### src/hw/rtl/imm_pkg.sv
// shared types and codes of the integer matrix multiply unit
package imm_pkg;

	localparam int CFG_W = 4;
	localparam int IDX_W = 3;
	localparam int VALUE_W = 16;
	localparam int ACC_W = 32;
	localparam int REG_IDX_W = 2;
	localparam int IN_TDATA_W = 24;
	localparam int OUT_TDATA_W = 40;
	localparam logic [CFG_W-1:0] DIM_RESET = 4'd8;

	typedef enum logic [1:0] {
		CMD_WRITE_A = 2'd0,
		CMD_WRITE_B = 2'd1,
		CMD_COMPUTE = 2'd2
	} cmd_code_t;

	typedef enum logic [REG_IDX_W-1:0] {
		REG_ROWS_A    = 2'd0,
		REG_INNER_DIM = 2'd1,
		REG_COLS_B    = 2'd2
	} reg_idx_t;

	typedef enum logic [1:0] {
		ST_IDLE,
		ST_MAC,
		ST_DRAIN
	} state_t;

	// controller to datapath
	typedef struct packed {
		logic wr_a;
		logic wr_b;
		logic start;
		logic issue;
		logic emit;
	} imm_cmd_t;

	// datapath to controller
	typedef struct packed {
		logic k_last;
		logic pipe_busy;
		logic out_free;
		logic elem_last;
	} imm_sts_t;

endpackage

### src/hw/rtl/integer_matrix_multiply_unit.sv
// top level of the integer matrix multiply unit
//
// Input stream carries commands: write an element of A, write an element of
// B, or compute C = A x B. Writes take one beat per cycle while the unit is
// idle and give no output. A compute beat makes the unit emit rows_a x cols_b
// beats of C (each dimension clamped to 1..MAX_DIM) in row-major order on the
// output stream, tlast on the final one. Dimensions come from the
// configuration port; the user must write it only while the unit is idle,
// and the unit itself does not enforce this. For each product element the
// unit issues one store read per cycle for the inner walk, then the read and
// multiply stages drain before the sum is loaded into the output register.
// The input is not ready while a compute beat runs. Sums wrap to 32 bits.
// Reset clears the controller, pipe valids and output valid and sets all
// dimensions to 8; the element stores are not cleared and must be written
// before they are used. When the receiver stalls, the finished element waits
// in the output register and the walk pauses before the next emit.
module integer_matrix_multiply_unit #(
	parameter int MAX_DIM = 8,
	parameter int ELEM_WIDTH = 16
) (
	input  logic                                  clk,
	input  logic                                  arst_n,
	input  logic                                  cfg_we,
	input  logic [imm_pkg::REG_IDX_W-1:0]         cfg_index,
	input  logic [imm_pkg::CFG_W-1:0]             cfg_data,
	input  logic                                  s_axis_tvalid,
	output logic                                  s_axis_tready,
	// command[1:0], row_index[4:2], col_index[7:5], value[23:8]
	input  logic [imm_pkg::IN_TDATA_W-1:0]        s_axis_tdata,
	output logic                                  m_axis_tvalid,
	input  logic                                  m_axis_tready,
	// out_row[2:0], out_col[5:3], product[37:6], zero fill above
	output logic [imm_pkg::OUT_TDATA_W-1:0]       m_axis_tdata,
	output logic                                  m_axis_tlast
);

	imm_pkg::imm_cmd_t cmd;
	imm_pkg::imm_sts_t sts;
	logic [imm_pkg::IDX_W-1:0] out_row, out_col;
	logic [imm_pkg::ACC_W-1:0] product;

	imm_ctrl u_ctrl (
		.clk      (clk),
		.arst_n   (arst_n),
		.in_valid (s_axis_tvalid),
		.command  (s_axis_tdata[1:0]),
		.sts      (sts),
		.in_ready (s_axis_tready),
		.cmd      (cmd)
	);

	imm_datapath #(.MAX_DIM(MAX_DIM), .ELEM_WIDTH(ELEM_WIDTH)) u_datapath (
		.clk       (clk),
		.arst_n    (arst_n),
		.cfg_we    (cfg_we),
		.cfg_index (cfg_index),
		.cfg_data  (cfg_data),
		.row_index (s_axis_tdata[4:2]),
		.col_index (s_axis_tdata[7:5]),
		.value     (s_axis_tdata[23:8]),
		.cmd       (cmd),
		.sts       (sts),
		.out_ready (m_axis_tready),
		.out_valid (m_axis_tvalid),
		.out_row   (out_row),
		.out_col   (out_col),
		.product   (product),
		.last      (m_axis_tlast)
	);

	assign m_axis_tdata = {2'b00, product, out_col, out_row};

endmodule

### src/hw/rtl/imm_ram.sv
// generic single write port ram with registered read
module imm_ram #(
	parameter int WIDTH = 16,
	parameter int DEPTH = 64
) (
	input  logic                     clk,
	input  logic                     we,
	input  logic [$clog2(DEPTH)-1:0] waddr,
	input  logic [WIDTH-1:0]         wdata,
	input  logic [$clog2(DEPTH)-1:0] raddr,
	output logic [WIDTH-1:0]         rdata
);

	logic [WIDTH-1:0] mem_q [DEPTH];

	always_ff @(posedge clk) begin
		if (we) begin
			mem_q[waddr] <= wdata;
		end
		rdata <= mem_q[raddr];
	end

endmodule

### src/hw/rtl/imm_ctrl.sv
// controller state machine of the matrix multiply unit
module imm_ctrl (
	input  logic               clk,
	input  logic               arst_n,
	input  logic               in_valid,
	input  logic [1:0]         command,
	input  imm_pkg::imm_sts_t  sts,
	output logic               in_ready,
	output imm_pkg::imm_cmd_t  cmd
);

	imm_pkg::state_t state_q, state_d;
	logic accept;

	always_ff @(posedge clk or negedge arst_n) begin
		if (!arst_n) begin
			state_q <= imm_pkg::ST_IDLE;
		end else begin
			state_q <= state_d;
		end
	end

	always_comb begin
		state_d = state_q;
		in_ready = 1'b0;
		accept = 1'b0;
		cmd = '0;
		case (state_q)
			imm_pkg::ST_IDLE: begin
				in_ready = 1'b1;
				accept = in_valid;
				cmd.wr_a = accept && (command == imm_pkg::CMD_WRITE_A);
				cmd.wr_b = accept && (command == imm_pkg::CMD_WRITE_B);
				if (accept && (command == imm_pkg::CMD_COMPUTE)) begin
					cmd.start = 1'b1;
					state_d = imm_pkg::ST_MAC;
				end
			end
			imm_pkg::ST_MAC: begin
				cmd.issue = 1'b1;
				if (sts.k_last) begin
					state_d = imm_pkg::ST_DRAIN;
				end
			end
			imm_pkg::ST_DRAIN: begin
				if (!sts.pipe_busy && sts.out_free) begin
					cmd.emit = 1'b1;
					state_d = sts.elem_last ? imm_pkg::ST_IDLE : imm_pkg::ST_MAC;
				end
			end
			default: begin
				state_d = imm_pkg::ST_IDLE;
			end
		endcase
	end

endmodule

### src/hw/rtl/imm_datapath.sv
// element stores, index counters, multiply-accumulate pipe and result register
module imm_datapath #(
	parameter int MAX_DIM = 8,
	parameter int ELEM_WIDTH = 16
) (
	input  logic                                clk,
	input  logic                                arst_n,
	input  logic                                cfg_we,
	input  logic [imm_pkg::REG_IDX_W-1:0]       cfg_index,
	input  logic [imm_pkg::CFG_W-1:0]           cfg_data,
	input  logic [imm_pkg::IDX_W-1:0]           row_index,
	input  logic [imm_pkg::IDX_W-1:0]           col_index,
	input  logic [imm_pkg::VALUE_W-1:0]         value,
	input  imm_pkg::imm_cmd_t                   cmd,
	output imm_pkg::imm_sts_t                   sts,
	input  logic                                out_ready,
	output logic                                out_valid,
	output logic [imm_pkg::IDX_W-1:0]           out_row,
	output logic [imm_pkg::IDX_W-1:0]           out_col,
	output logic [imm_pkg::ACC_W-1:0]           product,
	output logic                                last
);

	localparam int DEPTH = MAX_DIM * MAX_DIM;
	localparam int ADDR_W = $clog2(DEPTH);
	localparam int CW = imm_pkg::CFG_W;

	logic [CW-1:0] rows_a_q, inner_dim_q, cols_b_q;
	logic [CW-1:0] m_eff, n_eff, p_eff;
	logic [CW-1:0] i_q, j_q, k_q;
	logic          in_range;
	logic [ADDR_W-1:0] waddr, raddr_a, raddr_b;
	logic signed [31:0] value_ext;
	logic [ELEM_WIDTH-1:0] wdata, rd_a, rd_b;
	logic signed [31:0] a_ext, b_ext;
	logic               rd_vld_s1, mul_vld_s2;
	logic [imm_pkg::ACC_W-1:0] mul_s2, acc_q;
	logic [imm_pkg::IDX_W-1:0] out_row_q, out_col_q;
	logic [imm_pkg::ACC_W-1:0] product_q;
	logic out_valid_q, last_q;
	logic j_last;

	function automatic logic [CW-1:0] clamp_dim(input logic [CW-1:0] d);
		logic [CW-1:0] r;
		if (d == '0) begin
			r = CW'(1);
		end else if (32'(d) > MAX_DIM) begin
			r = CW'(MAX_DIM);
		end else begin
			r = d;
		end
		return r;
	endfunction

	// configuration registers
	always_ff @(posedge clk or negedge arst_n) begin
		if (!arst_n) begin
			rows_a_q <= imm_pkg::DIM_RESET;
			inner_dim_q <= imm_pkg::DIM_RESET;
			cols_b_q <= imm_pkg::DIM_RESET;
		end else if (cfg_we) begin
			case (cfg_index)
				imm_pkg::REG_ROWS_A:    rows_a_q <= cfg_data;
				imm_pkg::REG_INNER_DIM: inner_dim_q <= cfg_data;
				imm_pkg::REG_COLS_B:    cols_b_q <= cfg_data;
				default: ;
			endcase
		end
	end

	assign m_eff = clamp_dim(rows_a_q);
	assign n_eff = clamp_dim(inner_dim_q);
	assign p_eff = clamp_dim(cols_b_q);

	// element writes
	assign in_range = (32'(row_index) < MAX_DIM) && (32'(col_index) < MAX_DIM);
	assign waddr = ADDR_W'(32'(row_index) * MAX_DIM + 32'(col_index));
	assign value_ext = 32'(signed'(value));
	assign wdata = value_ext[ELEM_WIDTH-1:0];

	// reads walk A along row i and B along column j
	assign raddr_a = ADDR_W'(32'(i_q) * MAX_DIM + 32'(k_q));
	assign raddr_b = ADDR_W'(32'(k_q) * MAX_DIM + 32'(j_q));

	imm_ram #(.WIDTH(ELEM_WIDTH), .DEPTH(DEPTH)) u_store_a (
		.clk   (clk),
		.we    (cmd.wr_a && in_range),
		.waddr (waddr),
		.wdata (wdata),
		.raddr (raddr_a),
		.rdata (rd_a)
	);

	imm_ram #(.WIDTH(ELEM_WIDTH), .DEPTH(DEPTH)) u_store_b (
		.clk   (clk),
		.we    (cmd.wr_b && in_range),
		.waddr (waddr),
		.wdata (wdata),
		.raddr (raddr_b),
		.rdata (rd_b)
	);

	assign j_last = (j_q == p_eff - CW'(1));

	// index counters
	always_ff @(posedge clk or negedge arst_n) begin
		if (!arst_n) begin
			i_q <= '0;
			j_q <= '0;
			k_q <= '0;
		end else if (cmd.start) begin
			i_q <= '0;
			j_q <= '0;
			k_q <= '0;
		end else begin
			if (cmd.issue) begin
				k_q <= sts.k_last ? '0 : k_q + CW'(1);
			end
			if (cmd.emit) begin
				if (j_last) begin
					j_q <= '0;
					i_q <= i_q + CW'(1);
				end else begin
					j_q <= j_q + CW'(1);
				end
			end
		end
	end

	// multiply-accumulate pipe
	assign a_ext = 32'(signed'(rd_a));
	assign b_ext = 32'(signed'(rd_b));

	always_ff @(posedge clk or negedge arst_n) begin
		if (!arst_n) begin
			rd_vld_s1 <= 1'b0;
			mul_vld_s2 <= 1'b0;
		end else begin
			rd_vld_s1 <= cmd.issue;
			mul_vld_s2 <= rd_vld_s1;
		end
	end

	always_ff @(posedge clk) begin
		mul_s2 <= imm_pkg::ACC_W'(a_ext * b_ext);
		if (cmd.start || cmd.emit) begin
			acc_q <= '0;
		end else if (mul_vld_s2) begin
			acc_q <= acc_q + mul_s2;
		end
	end

	// result register
	always_ff @(posedge clk or negedge arst_n) begin
		if (!arst_n) begin
			out_valid_q <= 1'b0;
		end else if (cmd.emit) begin
			out_valid_q <= 1'b1;
		end else if (out_ready) begin
			out_valid_q <= 1'b0;
		end
	end

	always_ff @(posedge clk) begin
		if (cmd.emit) begin
			out_row_q <= i_q[imm_pkg::IDX_W-1:0];
			out_col_q <= j_q[imm_pkg::IDX_W-1:0];
			product_q <= acc_q;
			last_q <= sts.elem_last;
		end
	end

	assign sts.k_last = (k_q == n_eff - CW'(1));
	assign sts.pipe_busy = rd_vld_s1 || mul_vld_s2;
	assign sts.out_free = !out_valid_q || out_ready;
	assign sts.elem_last = j_last && (i_q == m_eff - CW'(1));

	assign out_valid = out_valid_q;
	assign out_row = out_row_q;
	assign out_col = out_col_q;
	assign product = product_q;
	assign last = last_q;

endmodule
### config.mk
export PLATFORM = sky130hd
export DESIGN_NAME = integer_matrix_multiply_unit
export DESIGN_NICKNAME = d
export VERILOG_FILES = /design/src/hw/rtl/imm_pkg.sv /design/src/hw/rtl/integer_matrix_multiply_unit.sv /design/src/hw/rtl/imm_ram.sv /design/src/hw/rtl/imm_ctrl.sv /design/src/hw/rtl/imm_datapath.sv
export SDC_FILE = /design/constraint.sdc
export NUM_CORES = 2
export LEC_CHECK = 0
export BUFFER_PORTS_ARGS = -buffer_cell sky130_fd_sc_hd__buf_2
export CAP_MARGIN = 20
export CORE_ASPECT_RATIO = 2
export CORE_MARGIN = 1
export CORE_UTILIZATION = 60
export CTS_BUF_LIST = sky130_fd_sc_hd__clkbuf_2 sky130_fd_sc_hd__clkbuf_4 sky130_fd_sc_hd__clkbuf_8
export DETAILED_ROUTE_END_ITERATION = 10
export PLACE_DENSITY = 0.76
export SYNTH_ARGS = -nofsm -noshare
export SYNTH_HDL_FRONTEND = slang
export SYNTH_HIERARCHICAL = 1
export SYNTH_SLANG_ARGS = --single-unit
### constraint.sdc
create_clock -name clk -period 16.6 [get_ports clk]
set_input_delay 0 -clock clk [delete_from_list [all_inputs] [get_ports clk]]
set_output_delay 0 -clock clk [all_outputs]
set_load 0.1 [all_outputs]
# ---- Word-level counts from Yosys, hierarchy flattened
# Memories as Yosys holds them, arrays and structs flattened. A register that Yosys moved wholly into a read port is not among the register bits.
# Index checks and enable logic that the tools add are counted.
dict set report classes {
  bitwise_logic 0
  n_mul 1
  mux 32
  div_mod_pow 0
  eq_ne 12
  n_lt_le_gt_ge 3
  reduce_logical 25
  add_sub_neg 10
  shifts 0
}
# cell n
set op_table {}
lappend op_table {{4-bit 2-to-1 mux} 15}
lappend op_table {{32-bit adder} 1}
lappend op_table {{16-bit by 16-bit multiplier with 32-bit output} 1}
lappend op_table {{4-bit by 1-bit adder with 4-bit output, second input constant} 3}
lappend op_table {{6-bit by 4-bit adder with 6-bit output} 2}
lappend op_table {{4-bit == test} 3}
lappend op_table {{4-bit greater-than comparator, second input constant} 3}
lappend op_table {{4-bit logical NOT} 3}
lappend op_table {{1-bit 2-to-1 mux} 12}
lappend op_table {{4-bit by 1-bit subtractor with 4-bit output, second input constant} 3}
lappend op_table {{2-bit AND reduction} 4}
lappend op_table {{2-bit nonzero test} 4}
lappend op_table {{6-bit by 3-bit adder with 6-bit output} 1}
lappend op_table {{2-bit by 1-bit == test with 1-bit output, second input constant} 3}
lappend op_table {{2-bit == test, second input constant} 3}
lappend op_table {{2-bit logical NOT} 3}
lappend op_table {{2-bit 2-to-1 mux} 3}
lappend op_table {{2-bit by 1-bit inequality test with 1-bit output, second input constant} 3}
lappend op_table {{2-bit case mux with 3 select lines} 1}
lappend op_table {{1-bit logical AND} 5}
lappend op_table {{1-bit logical OR} 3}
lappend op_table {{3-bit 2-to-1 mux} 1}
lappend op_table {{3-bit AND reduction} 1}
lappend op_table {{1-bit logical NOT} 2}
dict set report totals {
  latch_bits 0
  reg_bits 132
  wordCells 101
  n_memories 2
  mem_bits_ro 0
  ram_bits 2048
}
# memory words word_bits rd rd_ports_with_merged_regs wr line_no
set mem_list {}
lappend mem_list {u_datapath.u_store_a.mem_q 64 16 1 1 1 imm_ram.sv:14} ;# logic [WIDTH-1:0] mem_q [DEPTH];
lappend mem_list {u_datapath.u_store_b.mem_q 64 16 1 1 1 imm_ram.sv:14}

# ---- Longest topological paths before layout
dict set report depth {
  ltp_word 9
  depth_mapped 23
}

# ---- Modules after synthesis
# The synthesis kept the hierarchy.
# mod area_per_inst_um2 instances cells_each seq_area_each_um2
set modules_own_cells {}
lappend modules_own_cells {imm_ram 40042.2 2 1829 31069.8}
lappend modules_own_cells {imm_datapath 15852.7 1 1633 3131.8}
lappend modules_own_cells {imm_ctrl 147.6 1 16 50.0}
lappend modules_own_cells {integer_matrix_multiply_unit 18.8 1 3 0.0}

# ---- Worst setup path before layout
# No wires, ideal clock.
dict set report synth_path {
  kind {register to register}
  from {register u_datapath.u_store_b.rdata[7] (read register of u_datapath.u_store_b.mem_q)}
  to {register u_datapath/mul_s2[30] (netlist bit)}
  setup_ps 148
  t_arrival_ps 5756
  stages_incl_launch_ff 23
  synth_period_minus_slack_ps 5905
  setup_slack_ps 10695
  t_required_ps 16452
  cell_sequence {dfxtp_1 -> clkbuf_1 -> nand2_1 -> fa_1 -> inv_1 -> fa_1 -> inv_1 -> fa_1 -> inv_1 -> fa_1 -> fa_1 -> inv_1 -> fa_1 -> inv_1 -> ha_1 -> a21o_1 -> a21o_1 -> or3b_1 -> o221ai_2 -> o31ai_1 -> o41a_1 -> nand4_1 -> o311ai_2}
}
dict set report synth_via {
  elab_chain_len 1
}
# element line_no
set synth_lines {}
lappend synth_lines {{from (decl)} imm_ram.sv:11} ;# output logic [WIDTH-1:0] rdata
lappend synth_lines {{16-bit by 16-bit multiplier with 32-bit output} imm_datapath.sv:145} ;# mul_s2 <= imm_pkg::ACC_W'(a_ext * b_ext);
lappend synth_lines {{to (signal assigned)} imm_datapath.sv:145}
lappend synth_lines {{to (decl)} imm_datapath.sv:37} ;# logic [imm_pkg::ACC_W-1:0] mul_s2, acc_q;
# No other way between the ends.
# A chain may end at the register's enable or synchronous reset.

# ---- Final worst setup path
# Same ends and word-level chain as after synthesis.

==> flow_summary.json <==
{
  "ant_nets": 0,
  "worstPathArrival_ns": 7.20,
  "cp_slowest_cell": "dfxtp_1",
  "cp-start-kind": "flip-flop",
  "r2r_cells": 21,
  "whs_ns": 0.0972,
  "ys_types": 92,
  "clkTransAtPathRegs_ns": 0.07,
  "clock_latency_ns": 0.93,
  "path_cells": "nand2_1 > fa_1 > inv_1 > fa_1 > inv_1 > fa_1 > inv_1 > fa_1 > fa_1 > inv_1 > fa_1 > inv_1 > ha_1 > a21o_1 > a21o_1 > or3b_1 > o221ai_2 > o31ai_1 > o41a_1 > nand4_1 > o311ai_2",
  "design_area_mm2": 0.105,
  "hold_path.class": "input pin to flip-flop",
  "synth-edff-count": 2087,
  "synthCells": 5310,
  "layoutNonFillerInstCount": 7956,
  "drtIter0Drc": 4373,
  "avgSynthCellArea_um2": 18.1,
  "ctsRootBufferMaster": "clkbuf_8",
  "min_from": "s_axis_tdata[16]",
  "fin_worst_skew_ns": 0.0654,
  "grt-ovfl-total": 0,
  "max-slew-margin-rel_pct": 17.1,
  "ff2ff_setup_slack_ns": 10.13,
  "rsz0062_at_grt": "false",
  "synth_seq_area_share_pct": 68.0,
  "cts_tree": "built",
  "slew_violations": 0,
  "routedWlPerCell_um": 28.8,
  "path_buf_inv": 5,
  "setup_viol": 0,
  "maxCapViolCount": 0,
  "cts_sinks": 2212,
  "final.min_clock_period_ns": 6.47,
  "yosysTopAreaCellShare_pct": 65.2,
  "die_w_um": 285,
  "dieArea_mm2": 0.162,
  "dpl.hpwl_um": 151000,
  "rows": 207,
  "nNetsFinal": 6051,
  "mappedNetlistArea_mm2": 0.0961,
  "min_path_cells": 2,
  "grt_antenna_before_repair": 11,
  "core_area_mm2": 0.159,
  "drtPass1Iterations": 6,
  "worstPathMaxFanout": 16,
  "fin_tns_setup_ns": 0,
  "dp_cells": 7371,
  "wl_met1_um": 75200,
  "required_ns": 17.34,
  "cts_resized": 0,
  "vias": 49996,
  "crit_type": "flip-flop to flip-flop",
  "dr_wl_met3_um": 13000,
  "critPathCaptureType": "flip-flop",
  "yosysWarnings": 6,
  "cts_inserted_buffers": 299,
  "topRoutingLayerUsed": "met5",
  "place_congestion": 0.913,
  "h-tree-depth": 5,
  "crit_path_start": "u_datapath/u_store_b/rdata[7]$_DFF_P_",
  "synth-async-reset-ratio_pct": 1.31,
  "syn2layout_area_growth_pct": 9.52,
  "drt_wl_total_um": 229000,
  "grt_max_degree": 116,
  "route.detailed.drc": 0,
  "cp_common_cell": "fa_1",
  "place_area_mm2": 0.0989,
  "tightest_slew_ns": 1.24,
  "track_usage_pct": 28.8,
  "synth.area.top_cells": "edfxtp_1 65%, mux4_2 10%, fa_1 5.5%",
  "pin_count": 78,
  "initial_core_util_pct": 60.4,
  "cp.depth": 21,
  "die_h_um": 568,
  "grt_pass1_vias": 52425,
  "status": "complete, no violations",
  "grt_pass1_wl_um": 337000,
  "ctsHoldBuffers": 42,
  "synth_top_cell_by_area": "edfxtp_1",
  "io_buffer_count": 75,
  "critPathMaxStageDelay_ns": 0.75,
  "drive_gt1_share_pct": 22.3,
  "clk_path_buf_depth": 4,
  "finalCritPeriodShare_pct": 39.0,
  "reg2reg_from": "u_datapath/u_store_b/rdata[7]$_DFF_P_",
  "synth-seq-cells": 2212,
  "hold_viol": 0,
  "yosys_most_used_dff": "edfxtp_1",
  "cp_top_family": "adder cells",
  "met2_length_um": 125000,
  "fmax_mhz": 155,
  "vias_per_cell": 6.28,
  "cts_setup_buffers": 0
}
==> sequential cells by signal (all words and copies together) (netlist names), 16 cells and up <==
| register | count |
|---|---|
| u_datapath/u_store_a/mem_q | 1024 |
| u_datapath/u_store_b/mem_q | 1024 |
| u_datapath/acc_q | 32 |
| u_datapath/mul_s2 | 32 |
| u_datapath/product | 32 |
| u_datapath/u_store_a/rdata | 16 |
| u_datapath/u_store_b/rdata | 16 |
==> logic make-up after synthesis <==
logic type,count (synthesis),synth area share (%)
other cells,1,0.00390
flops,2212,68.0
fa+ha+maj,386,7.08
simple gates,925,4.74
xor+xnor,72,0.656
mux,704,13.3
compound gates,450,3.35
buf+inv,560,2.91
==> cell usage after synthesis (all sizes together), types with 32 or more instances <==
master,n
edfxtp,2087
mux4,448
inv,302
nand2,282
fa,263
nor2,224
mux2i,188
buf,159
and2,128
ha,123
a21oi,102
clkbuf,98
dfxtp,96
a22oi,78
nand3,75
nor2b,71
mux2,68
o21ai,50
xnor2,49
a221oi,32
nand4,32
==> placed cells by master, fill, tap and decap left out, drive strengths merged, types with 41 or more instances in the layout <==
master,count
a21oi,102
a22oi,78
and2,128
buf,234
clkbuf,403
clkinv,102
dfxtp,96
dlygate4sd3,41
edfxtp,2087
fa,263
ha,123
inv,311
mux2,68
mux2i,188
mux4,448
nand2,282
nand3,75
nor2,224
nor2b,71
o21ai,50
xnor2,49
==> final timing paths <==
check / to
worst max-delay path: u_datapath/mul_s2[30]$_DFF_P_
worst min-delay path: u_datapath/u_store_b/mem_q[13][8]$_DFFE_PP_
worst max register to register: u_datapath/mul_s2[30]$_DFF_P_
worst min register to register: u_datapath/mul_vld_s2$_DFF_PN0_
max in group asynchronous: u_datapath/j_q[0]$_DFFE_PN0P_
min in group asynchronous: u_datapath/rows_a_q[3]$_DFFE_PN1P_
==> layout make-up <==
cell class | instances | area, um^2
timing repair buffer | 275 | 2160
sequential | 2212 | 65300
multi-input combinational | 2539 | 28100
tap | 2090 | 2620
antenna | 8 | 20.0
clock buffer | 403 | 4950
fill | 10491 | 53800
clock inverter | 126 | 901
inverter | 303 | 1140
==> through the flow <==
stage          setup slack, ns  utilization (%)
3_3_place_gp             10.14             62.1
5_1_grt                   9.75             66.2
4_1_cts                  10.10             66.1
6_report                 10.13             66.2
3_5_place_dp             10.14             62.2
2_1_floorplan            10.70                -
==> metal layers <==
layer / vias up / global-route usage (%)
met3: 621 / 3.77
met2: 2100 / 52.5
met4: 2 / 18.0
met1: 26028 / 31.5
li1: 21245 / -
met5: - / 0
==> worst reg2reg max path, delay by kind of cell, from the launching register on <==
kind            cells  cell delay [ns]
compound gates      6             1.37
fa+ha+maj           7             3.26
buf+inv             5             0.25
flops               1             0.75
simple gates        3             0.70
Power is not shown: default switching activity piles up to over one toggle a cycle in this logic, so the estimate is an artifact.
